**config.mk**
```make
export PLATFORM = sky130hd
export DESIGN_NAME = running_prior_z_score
export DESIGN_NICKNAME = d
export VERILOG_FILES = /design/src/hdl/rpzs_pkg.sv /design/src/hdl/rpzs_unit.sv /design/src/hdl/running_prior_z_score.sv
export VERILOG_INCLUDE_DIRS = /design/src /design/src/hdl
export SDC_FILE = /design/constraint.sdc
export NUM_CORES = 2
export LEC_CHECK = 0
export BUFFER_PORTS_ARGS = -buffer_cell sky130_fd_sc_hd__buf_2
export CORE_ASPECT_RATIO = 2
export CORE_UTILIZATION = 30
export CTS_BUF_LIST = sky130_fd_sc_hd__clkbuf_8
export CTS_CLUSTER_DIAMETER = 150
export CTS_CLUSTER_SIZE = 14
export DETAILED_ROUTE_END_ITERATION = 6
export SYNTH_ARGS = -nofsm -noshare
export SYNTH_HDL_FRONTEND = slang
export SYNTH_SLANG_ARGS = --single-unit
```
**constraint.sdc**
```tcl
create_clock -name clk -period 14.25 [get_ports clk]
set_input_delay 0.7125 -clock clk [delete_from_list [all_inputs] [get_ports clk]]
set_output_delay 0.7125 -clock clk [all_outputs]
set_load 0.05 [all_outputs]
```
**src/hdl/assert_macros.svh**
```systemverilog
// Assertion macros shared by the RTL of the running z-score block.
// Included by modules that carry concurrent checks.
`ifndef ASSERT_MACROS_SVH
`define ASSERT_MACROS_SVH
// Check a property on clk, skipped while reset is asserted.
`define CHK(label, prop, msg) \
	label: assert property (@(posedge clk) disable iff (!arst_n) (prop)) else $error(msg);
`endif

```
**src/hdl/rpzs_pkg.sv**
```systemverilog
// Package for the running z-score block: widths, status codes, sequencer states.
// No dependencies.
package rpzs_pkg;
	localparam int MaxSetLenDefault = 32;
	localparam int SampleW = 16;
	localparam int DevW = 17;
	// Datapath width for the shared divide / root unit.
	localparam int WideW = 56;

	typedef enum logic [1:0] {
		ST_OK = 2'd0,
		ST_FEW = 2'd1,
		ST_ZERO = 2'd2,
		ST_LONG = 2'd3
	} status_t;

	typedef enum logic [3:0] {
		S_IDLE, S_MUL1, S_MUL2, S_MUL3, S_MEAN, S_MEANW, S_DVAR, S_DVARW,
		S_SQRT, S_SQRTW, S_ZDIV, S_ZDIVW, S_OUT
	} state_t;

	// Start request and mode select of the shared unit.
	typedef struct packed {
		logic start;
		logic is_sqrt;
	} unit_ctl_t;
endpackage

```
**src/hdl/rpzs_unit.sv**
```systemverilog
// Shared iterative unit: unsigned restoring divide or integer square root,
// one result bit per cycle. Depends on rpzs_pkg.
module rpzs_unit (
	input  logic clk,
	input  logic arst_n,
	input  rpzs_pkg::unit_ctl_t ctl,
	input  logic [rpzs_pkg::WideW-1:0] num,
	input  logic [rpzs_pkg::WideW-1:0] den,
	output logic busy,
	output logic [rpzs_pkg::WideW-1:0] res
);
	localparam int W = rpzs_pkg::WideW;
	localparam int CW = $clog2(W + 1);

	logic [W-1:0] rem_q, quo_q, den_q, bit_q, val_q;
	logic [CW-1:0] cnt_q;
	logic sqrt_q;
	logic [W:0] trial;
	logic [W-1:0] rem_sh;

	// Divide step: shift in next numerator bit, compare, subtract.
	assign rem_sh = {rem_q[W-2:0], val_q[W-1]};
	assign trial = {1'b0, rem_sh} - {1'b0, den_q};
	assign res = quo_q;

	always_ff @(posedge clk or negedge arst_n) begin
		if (!arst_n) begin
			busy <= 1'b0;
			cnt_q <= '0;
		end else if (ctl.start) begin
			busy <= 1'b1;
			sqrt_q <= ctl.is_sqrt;
			rem_q <= '0;
			quo_q <= '0;
			val_q <= num;
			den_q <= den;
			bit_q <= {2'b01, {(W-2){1'b0}}};
			cnt_q <= ctl.is_sqrt ? CW'(W/2) : CW'(W);
		end else if (busy) begin
			cnt_q <= cnt_q - 1'b1;
			if (cnt_q == CW'(1)) busy <= 1'b0;
			if (sqrt_q) begin
				// Bitwise root: val holds remainder, quo the root.
				if (val_q >= quo_q + bit_q) begin
					val_q <= val_q - (quo_q + bit_q);
					quo_q <= (quo_q >> 1) + bit_q;
				end else begin
					quo_q <= quo_q >> 1;
				end
				bit_q <= bit_q >> 2;
			end else begin
				val_q <= {val_q[W-2:0], 1'b0};
				if (!trial[W]) begin
					rem_q <= trial[W-1:0];
					quo_q <= {quo_q[W-2:0], 1'b1};
				end else begin
					rem_q <= rem_sh;
					quo_q <= {quo_q[W-2:0], 1'b0};
				end
			end
		end
	end
endmodule

```
**src/hdl/running_prior_z_score.sv**
```systemverilog
// Running z-score of a Q4.12 sample against the earlier samples of its set.
// Channels: s_axis carries one sample word (tdata = sample, tuser = first_of_set);
// m_axis carries one result word per sample. The sequencer drives one shared
// divide / square-root unit, one result bit per cycle. Each unit pass has a start
// state and a wait state that hands the result over: mean divide, variance
// divide, root and z divide, in that order, after the multiply states MUL1 to
// MUL3. The word is then registered in the output state. Shorter paths: with no
// prior sample the output state follows MUL1, with one prior sample it follows
// the mean divide, and with the set too long or zero deviation it follows the
// root. s_axis_tready is high only in idle, so the next word is taken no earlier
// than the cycle after the result is registered, never while a sample is in work.
// The result stays in an output register until m_axis_tready; while the
// receiver stalls the next result waits in its last step and no new sample is
// taken. Reset (arst_n low) clears count, sum and square sum and empties the
// output register.
// Depends on rpzs_pkg, rpzs_unit, assert_macros.svh.
`include "assert_macros.svh"
module running_prior_z_score #(
	parameter int MAX_SET_LEN = rpzs_pkg::MaxSetLenDefault
) (
	input  logic clk,
	input  logic arst_n,
	input  logic s_axis_tvalid,
	output logic s_axis_tready,
	input  logic [15:0] s_axis_tdata,   // [15:0] sample
	input  logic s_axis_tuser,          // [0] first_of_set
	output logic m_axis_tvalid,
	input  logic m_axis_tready,
	output logic [55:0] m_axis_tdata    // [15:0] z_score, [31:16] prior_mean,
	                                    // [48:32] prior_deviation, [50:49] status, zero pad
);
	localparam int W = rpzs_pkg::WideW;
	localparam int NW = $clog2(MAX_SET_LEN + 1);
	// Sum of samples (signed) and sum of squares widths.
	localparam int SW = rpzs_pkg::SampleW + NW;
	localparam int QW = 2 * rpzs_pkg::SampleW + NW - 1;
	localparam int DW = rpzs_pkg::DevW;

	rpzs_pkg::state_t state_q, state_d;
	logic [NW-1:0] cnt_q;
	logic signed [SW-1:0] sum_q;
	logic [QW-1:0] sq_q;
	logic signed [15:0] x_q;
	logic signed [W-1:0] prod_q, acc_q;
	logic [W-1:0] den_q;
	logic neg_q, full_q;
	logic signed [15:0] mean_q, z_q;
	logic [16:0] dev_q;
	rpzs_pkg::status_t status_q;
	rpzs_pkg::unit_ctl_t ctl;
	logic [W-1:0] u_num, u_den, u_res;
	logic u_busy;
	logic [W-1:0] mag;
	logic [W-1:0] dev_r;
	logic [DW-1:0] devc;
	logic [NW+QW-1:0] nq;
	logic signed [2*SW-1:0] ss;
	logic [2*NW-1:0] nn;
	logic signed [NW+16:0] nx;
	logic [NW+DW-1:0] ndev;
	logic signed [31:0] xsq;

	rpzs_unit u_unit (.clk, .arst_n, .ctl, .num(u_num), .den(u_den),
		.busy(u_busy), .res(u_res));

	assign s_axis_tready = (state_q == rpzs_pkg::S_IDLE);
	assign mag = acc_q[W-1] ? W'(-acc_q) : W'(acc_q);
	assign dev_r = (u_res + 1'b1) >> 1;
	assign devc = (dev_r > W'(17'h1FFFF)) ? 17'h1FFFF : dev_r[DW-1:0];

	// Narrow products: n*Q, S*S, n*(n-1), n*x, n*dev, x*x.
	assign nq = cnt_q * sq_q;
	assign ss = sum_q * sum_q;
	assign nn = cnt_q * (cnt_q - 1'b1);
	assign nx = $signed({1'b0, cnt_q}) * x_q;
	assign ndev = cnt_q * devc;
	assign xsq = x_q * x_q;

	// Next state and unit start.
	always_comb begin
		state_d = state_q;
		ctl = '0;
		u_num = W'(prod_q);
		u_den = den_q;
		unique case (state_q)
			rpzs_pkg::S_IDLE: if (s_axis_tvalid) state_d = rpzs_pkg::S_MUL1;
			rpzs_pkg::S_MUL1: state_d = (cnt_q == '0) ? rpzs_pkg::S_OUT : rpzs_pkg::S_MUL2;
			rpzs_pkg::S_MUL2: state_d = rpzs_pkg::S_MUL3;
			rpzs_pkg::S_MUL3: state_d = rpzs_pkg::S_MEAN;
			rpzs_pkg::S_MEAN: begin
				ctl.start = 1'b1;
				u_num = mag + (den_q >> 1);
				state_d = rpzs_pkg::S_MEANW;
			end
			rpzs_pkg::S_MEANW: if (!u_busy)
				state_d = (cnt_q < NW'(2)) ? rpzs_pkg::S_OUT : rpzs_pkg::S_DVAR;
			rpzs_pkg::S_DVAR: begin
				ctl.start = 1'b1;
				u_num = prod_q[W-1] ? '0 : W'(prod_q) << 2;
				state_d = rpzs_pkg::S_DVARW;
			end
			rpzs_pkg::S_DVARW: if (!u_busy) state_d = rpzs_pkg::S_SQRT;
			rpzs_pkg::S_SQRT: begin
				ctl.start = 1'b1;
				ctl.is_sqrt = 1'b1;
				u_num = u_res;
				state_d = rpzs_pkg::S_SQRTW;
			end
			rpzs_pkg::S_SQRTW: if (!u_busy)
				state_d = (full_q || dev_r == '0) ? rpzs_pkg::S_OUT : rpzs_pkg::S_ZDIV;
			rpzs_pkg::S_ZDIV: begin
				ctl.start = 1'b1;
				u_num = mag + (den_q >> 1);
				state_d = rpzs_pkg::S_ZDIVW;
			end
			rpzs_pkg::S_ZDIVW: if (!u_busy) state_d = rpzs_pkg::S_OUT;
			rpzs_pkg::S_OUT: if (!m_axis_tvalid || m_axis_tready) state_d = rpzs_pkg::S_IDLE;
			default: state_d = rpzs_pkg::S_IDLE;
		endcase
	end

	always_ff @(posedge clk or negedge arst_n) begin
		if (!arst_n) state_q <= rpzs_pkg::S_IDLE;
		else state_q <= state_d;
	end

	// Datapath and accumulators.
	always_ff @(posedge clk or negedge arst_n) begin
		if (!arst_n) begin
			cnt_q <= '0;
			sum_q <= '0;
			sq_q <= '0;
			m_axis_tvalid <= 1'b0;
		end else begin
			if (m_axis_tvalid && m_axis_tready && state_q != rpzs_pkg::S_OUT)
				m_axis_tvalid <= 1'b0;
			unique case (state_q)
				rpzs_pkg::S_IDLE: if (s_axis_tvalid) begin
					x_q <= s_axis_tdata;
					if (s_axis_tuser) begin
						cnt_q <= '0;
						sum_q <= '0;
						sq_q <= '0;
					end
				end
				rpzs_pkg::S_MUL1: begin
					full_q <= (cnt_q >= NW'(MAX_SET_LEN));
					mean_q <= '0;
					dev_q <= '0;
					z_q <= '0;
					status_q <= rpzs_pkg::ST_FEW;
					// n*Q
					prod_q <= $signed(W'(nq));
					acc_q <= W'(sum_q);
					den_q <= W'(cnt_q);
				end
				rpzs_pkg::S_MUL2: acc_q <= W'(ss);
				rpzs_pkg::S_MUL3: begin
					prod_q <= prod_q - acc_q;
					acc_q <= W'(sum_q);
				end
				rpzs_pkg::S_MEAN: neg_q <= acc_q[W-1];
				rpzs_pkg::S_MEANW: if (!u_busy) begin
					mean_q <= neg_q ? 16'(-u_res) : 16'(u_res);
					den_q <= W'(nn);
				end
				rpzs_pkg::S_SQRTW: if (!u_busy) begin
					dev_q <= devc;
					if (full_q) status_q <= rpzs_pkg::ST_LONG;
					else if (dev_r == '0) status_q <= rpzs_pkg::ST_ZERO;
					acc_q <= (W'(nx) - W'(sum_q)) <<< 8;
					den_q <= W'(ndev);
				end
				rpzs_pkg::S_ZDIV: neg_q <= acc_q[W-1];
				rpzs_pkg::S_ZDIVW: if (!u_busy) begin
					status_q <= rpzs_pkg::ST_OK;
					if (u_res > W'(32768) || (!neg_q && u_res == W'(32768)))
						z_q <= neg_q ? 16'sh8000 : 16'sh7FFF;
					else z_q <= neg_q ? 16'(-u_res) : 16'(u_res);
				end
				rpzs_pkg::S_OUT: if (!m_axis_tvalid || m_axis_tready) begin
					m_axis_tvalid <= 1'b1;
					m_axis_tdata <= {5'd0, status_q, dev_q, mean_q, z_q};
					if (!full_q) begin
						cnt_q <= cnt_q + 1'b1;
						sum_q <= sum_q + SW'(x_q);
						sq_q <= sq_q + QW'($unsigned(xsq));
					end
				end
				default: ;
			endcase
		end
	end

	`CHK(a_cnt_max, cnt_q <= NW'(MAX_SET_LEN), "count above set length")
	`CHK(a_rdy_idle, s_axis_tready |-> !u_busy, "unit busy while idle")
	`CHK(a_out_one, (s_axis_tvalid && s_axis_tready) |=> !s_axis_tready, "accepted twice")
endmodule
```
---- Word level (Yosys, flattened, before mapping) ----
Cells that the tools add are included.
Widths: inputs -> output; s select.
cells by class
  $add $sub $neg .......................... 15
  multiply operators ...................... 6
  order comparisons ....................... 5
  equality and inequality tests ........... 25
  multiplexer cells ....................... 73
  reduce and logical (&&, ||, !) cells .... 38
operators by type and width
  operator               count
  $mux 56                17
  $pmux 56 s3            3
  $mux 37                4
  $pmux 56 s2            1
  $sub 56x56->56         2
  $mux 22                4
  $mux 16                5
  $pmux 37 s2            1
  $pmux 16 s2            2
  $sub 56x56->57         1
  $add 55x56->56         1
  $add 56x1->56 const B  1
  $add 56x55->56         1
  $add 56x56->56         1
  $eq 56x16->1 const B   1
  $ge 56x56->1           1
  $gt 56x16->1 const B   1
  $logic_not 56->1       1
  $neg 56->56            1
  $gt 55x17->1 const B   1
  $pmux 4 s13            1
  $mul 22x22->44         1
  $pmux 22 s2            1
  $mul 6x37->43          1
  other kinds (45)       108
storage, ports and cells
  register bits ........................... 646
  input port bits ......................... 21
  output and inout bits ................... 58
  logic and storage cells ................. 186

---- Logic depth before layout (Yosys ltp) ----
  depth after elaboration ................. 6
  mapped depth ............................ 38
  mapped depth without buffers ............ 37

---- By module ----
From an unflattened synthesis, not the netlist that was laid out.
second synthesis, totals
  cells, all modules ...................... 10049
  area total of the unflattened synthesis .. 88735.1 sq um
modules (own cells, without submodules)
  module                 times used  cells an instance  area each (sq um)  seq. area each (sq um)
  running_prior_z_score  1           6981               62578.8            9048.7
  rpzs_unit              1           3068               26156.3            8583.2

---- Worst setup path after synthesis ----
No wires, ideal clock.
  kind .................................... register -> register
  start ................................... register u_unit.bit_q[20]
  end ..................................... register u_unit.val_q[0] (enable)
  library setup time ...................... 0.489 ns
  arrival time ............................ 9.000 ns
  setup slack ............................. 4.762 ns
  stages on the path, launching flop included .. 27
  buffers on the path ..................... 4
  period minus slack after synthesis ...... 9.488 ns
  cells stage by stage .................... edfxtp_1 > ha_1 > a211oi_1 > o21ai_0 > a21oi_1 > or4b_2 > o21a_1 > a31oi_1 > nor2b_1 > o21ai_0 > nand2b_1 > a221o_1 > a21oi_1 > xor2_1 > ha_1 > clkbuf_1 > nand4_1 > nor3_1 > o211ai_1 > a2111oi_0 > nor2_1 > a21oi_1 > clkbuf_1 > buf_1 > clkbuf_1 > o21ai_0 > a21oi_1
between the ends
  cells in the longest elaborated chain, start to end .. 4
ends and longest elaborated chain
  element                            line             text
  start: declaration                 rpzs_unit.sv:15  logic [W-1:0] rem_q, quo_q, den_q, bit_q, val_q;
  start signal: assignment           rpzs_unit.sv:37  bit_q <= {2'b01, {(W-2){1'b0}}};
  start signal: assignment           rpzs_unit.sv:50  bit_q <= bit_q >> 2;
  $add 56x56->56                     rpzs_unit.sv:44  if (val_q >= quo_q + bit_q) begin
  $ge 56x56->1                       rpzs_unit.sv:44
  $ne 3x3->1 (no source line)        -
  $reduce_and 3->1 (no source line)  -
  end signal: assignment             rpzs_unit.sv:35  val_q <= num;
  end signal: assignment             rpzs_unit.sv:45  val_q <= val_q - (quo_q + bit_q);
  end signal: assignment             rpzs_unit.sv:52  val_q <= {val_q[W-2:0], 1'b0};
  end: declaration                   rpzs_unit.sv:15
No other way between the ends.
A chain may end at the register's enable or synchronous reset.

---- Worst setup path after layout ----
  start ................................... register u_unit.quo_q[1], in the netlist u_unit.res[1]
  end ..................................... register den_q[21], data pin
between the ends
  cells in the longest elaborated chain, start to end .. 6
ends and longest elaborated chain
  element                   line                          text
  start: declaration        rpzs_unit.sv:15
  start signal: assignment  rpzs_unit.sv:46               quo_q <= (quo_q >> 1) + bit_q;
  start signal: assignment  rpzs_unit.sv:48               quo_q <= quo_q >> 1;
  start signal: assignment  rpzs_unit.sv:55               quo_q <= {quo_q[W-2:0], 1'b1};
  $add 56x1->56 *           running_prior_z_score.sv:68   assign dev_r = (u_res + 1'b1) >> 1;
  $gt 55x17->1              running_prior_z_score.sv:69   assign devc = (dev_r > W'(17'h1FFFF)) ? 17'h1FFFF : dev_r[DW-1:0];
  $mux 17 *                 running_prior_z_score.sv:69
  $mul 6x17->23 *           running_prior_z_score.sv:76   assign ndev = cnt_q * devc;
  $mux 56 *                 running_prior_z_score.sv:167  rpzs_pkg::S_SQRTW: if (!u_busy) begin
  $pmux 56 s3 *             running_prior_z_score.sv:137  unique case (state_q)
  end signal: assignment    running_prior_z_score.sv:155  den_q <= W'(cnt_q);
  end signal: assignment    running_prior_z_score.sv:165  den_q <= W'(nn);
  end signal: assignment    running_prior_z_score.sv:172  den_q <= W'(ndev);
  end: declaration          running_prior_z_score.sv:45   logic [W-1:0] den_q;
Every way passes the cells marked *; elsewhere a longest branch is shown, timed or not. The select of a mux whose other input is x is not followed.

==> results.ini <==
[critical_path]
capture_point_of_the_worst_reg_to_reg_path = den_q[21]
cp_max_fo = 53
worst_setup_path_startpoint = u_unit.res[1]
critPathSlowestCell = nor4_4
critical_path_class = reg -> reg
worst-r2r-cell-count = 30
crit_top_cell = o21ai_0
crit_path_start_kind = register
r2r-start = u_unit.res[1]
worst_ep_required_time_ns = 14.85
end_kind = register
setup.reg_to_reg.worst_slack_ns = 3.74
setup.worst_path.end = den_q[21]
cp_max_stage_delay_ns = 0.82
arrival_ns = 11.12

[timing]
maxSlewViolCount = 2
final_critical_path_setup_slack_ns = 3.74
max_freq_ghz = 0.0951
setup_repair_after_global_routing_missed_its_margin = no
maxSlewHeadroom_pct = -6.30
setup_total_negative_slack_ns = 0
hold_violations = 0
finalSetupViolations = 0
finalClockSkew_ns = 0.0606
tightest_slew_ns = 1.59
period_minus_slack_ns = 10.51
min_period_over_period_pct = 73.8

[routing]
detail_route.wl_per_cell_um = 22.8
dr.first_iter.drc_count = 4303
detail_route.first_pass.iterations = 7
detailroute.via_count = 69000
finalWirelength_mm = 298
post_detailed_route_via_to_cell_ratio = 5.28
drcViolationCount = 20
drt.antenna.violating_nets = 0

[yosys]
number_of_warnings_reported_in_the_yosys_synthesis_log = 0
yosysSeqAreaShare_pct = 19.8
post_synth_edffs = 490
synthFlopType = edfxtp_1
synth.ff_latch_count = 567
synth.distinct_cells = 88
netlist_instances = 9420
avgSynthCellArea_sq_um = 8.91
postSynth.asyncResetShare_pct = 13.6
synth.cell_area_sq_um = 83900

[cells_and_area]
layout.nets = 11100
nFillCells = 29400
final-seq-area_sq_um = 16600
multiInputGateArea_sq_um = 60600
drive_gt1_share_pct = 4.49
syn2layout_area_growth_pct = 6.91
fin_util_pct = 32.2

[floorplan]
die_area_sq_um = 282000
std_cell_rows = 274
die_y_um = 750
floorplan.initialDensity_pct = 30.2
num_io_pins = 79
floorplan.core_area_sq_um = 278000
die_width_um = 376

[worst_hold_path]
worst_hold_path_type = in -> reg

[clock_tree]
clkLatencyLatePin_ns = 0.88
cts_num_sinks = 567
clock_tree_from_tritoncts = done
cts.htree.levels = 2
cts_max_path_bufs = 3
numCtsBuffers = 46
cts_root_buf = clkbuf_8
cts_setup_buffers = 0
cts.clk_slew.worst_paths_ns = 0.12

[grt]
globalRoute.totalOverflow = 0
first_global_vias = 73100
gr_util_all_layers_pct = 21.0
antenna_found_initial = 12
grt_start_max_net_pins = 121
global_route_wire_length_before_repair_mm = 444

[run]
drv.max_cap_violation_count = 1

[place]
dp_worst_setup_slack_ns = 3.91
finalWeightedCongestion = 1.01
port-buffer-count = 73
dpl.hpwl_mm = 239

[status]
violations = design-rule violations, max-capacitance violations, max-slew violations
outcome = finished with violations

-- how the worst min path moves through the flow --
stage,depth (start not counted),endpoint,start,slack (ns)
detailed placement,0,m_axis_tdata[13],z_q[13],0.40
global route,1,x_q[15],s_axis_tdata[15],0.05
global placement,0,m_axis_tdata[33],dev_q[1],0.40
CTS,1,x_q[15],s_axis_tdata[15],0.002
floorplan,0,m_axis_tdata[0],z_q[0],0.40
finish,1,x_q[1],s_axis_tdata[1],0.07
-- cells in the final DEF (no fill, tap or decap), types with 31 or more instances in the layout --
master	n
xnor2_1	352
a31oi_1	42
mux2i_1	51
o221ai_1	32
edfxtp_1	490
a31o_2	39
nor3_1	100
clkbuf_8	46
a21oi_1	670
buf_2	73
o22ai_1	31
or3_1	49
dfrtp_1	70
fa_1	1019
nand3_1	122
a21o_1	261
o31ai_1	44
xor2_1	229
and2_1	224
nor4_1	44
nand2_1	1013
a211oi_1	84
or2_2	31
o21a_1	77
o21ai_0	465
nand4_1	68
and3_1	58
o21bai_1	59
buf_4	159
nor2_1	553
o211ai_1	43
ha_1	728
nand2b_1	90
nor2b_1	64
inv_1	1435
-- flip-flops by register name, indices dropped and copies added, names as in the netlist, 37 cells and up --
name and cells:
u_unit.val_q 56, acc_q 44, u_unit.res 56, u_unit.bit_q 56
prod_q 56, u_unit.rem_q 55, m_axis_tdata 51, sq_q 37
-- cell usage after synthesis (23+ instances only) --
master / number / share of area, %
inv_1: 1409 / 6.3
fa_1: 1019 / 24
nand2_1: 1017 / 4.5
ha_1: 728 / 11
a21oi_1: 674 / 4.0
nor2_1: 558 / 2.5
edfxtp_1: 490 / 18
o21ai_0: 467 / 2.8
clkbuf_1: 361 / 1.6
xnor2_1: 352 / 3.7
a21o_1: 262 / 2.3
xor2_1: 229 / 2.4
and2_1: 224 / 1.7
nand3_1: 123 / 0.73
nor3_1: 105 / 0.63
nand2b_1: 90 / 0.67
a211oi_1: 84 / 0.75
dfrtp_1: 77 / 2.3
o21a_1: 77 / 0.69
nand4_1: 68 / 0.51
nor2b_1: 65 / 0.48
and3_1: 59 / 0.44
o21bai_1: 59 / 0.53
mux2i_1: 51 / 0.61
or3_1: 49 / 0.37
nor4_1: 44 / 0.33
o31ai_1: 44 / 0.39
o211ai_1: 43 / 0.38
a31oi_1: 42 / 0.31
a31o_2: 39 / 0.41
buf_1: 36 / 0.16
o221ai_1: 32 / 0.33
o22ai_1: 31 / 0.23
or2_2: 31 / 0.23
a221o_1: 28 / 0.33
a222oi_1: 28 / 0.33
a221oi_1: 23 / 0.24
-- repair_timing --
| item | 4_1_cts | 5_1_grt |
|---|---|---|
| endpoints found under the hold margin | 11 | 0 |
| hold buffers | 11 | 0 |
| resized for setup | 0 | 0 |
| endpoints found under the setup margin | 0 | 0 |
-- final cells by class --
type / count / area share [%]
Multi-Input combinational cell: 7030 / 67.5
Timing Repair Buffer: 247 / 1.94
Sequential cell: 567 / 18.6
Tap cell: 3726 / 5.19
Antenna cell: 10 / 0.0279
Clock inverter: 32 / 0.173
Clock buffer: 46 / 0.705
Inverter: 1416 / 5.92
-- layer usage --
metal | track usage (%) | vias up | routed length [um]
met5 | 0 | - | 35
met4 | 20.1 | 8 | 34200
met3 | 2.67 | 1049 | 13000
met2 | 40.3 | 2130 | 160000
met1 | 18.5 | 34400 | 91500
li1 | - | 31400 | -
-- critical path, delay by kind of cell (launching register included) --
| kind | cells | cell delay, ns |
|---|---|---|
| and+or+nand+nor | 10 | 3.65 |
| adders and majority gates | 5 | 2.03 |
| AOI/OAI and AO/OA | 13 | 3.28 |
| DFF | 1 | 0.61 |
| buffers and inverters | 2 | 0.62 |
-- per-stage QoR --
stage	instances	cell area, sq um	hold WS (ns)
2_1_floorplan	9424	84000	0.400
3_3_place_gp	13000	88800	0.404
3_5_place_dp	13000	88800	0.405
4_1_cts	13100	89700	0.00240
5_1_grt	13100	89700	0.0489
6_report	13100	89700	0.0732
-- cells by family after synthesis --
kind of cell             after synthesis  share of synthesized area [%]
buffers and inverters               1827                           8.21
AO/OA/AOI/OAI                       2129                           16.1
multiplexers                          60                          0.729
other                                  1                        0.00447
AND/OR/NAND/NOR                     2508                           13.9
adder cells (fa/ha/maj)             1747                           35.2
XOR/XNOR                             581                           6.06
flip-flops                           567                           19.8
Power is left out: the tool's default activity adds up to more than one toggle a clock period on the data nets, which glitch-free logic cannot reach.
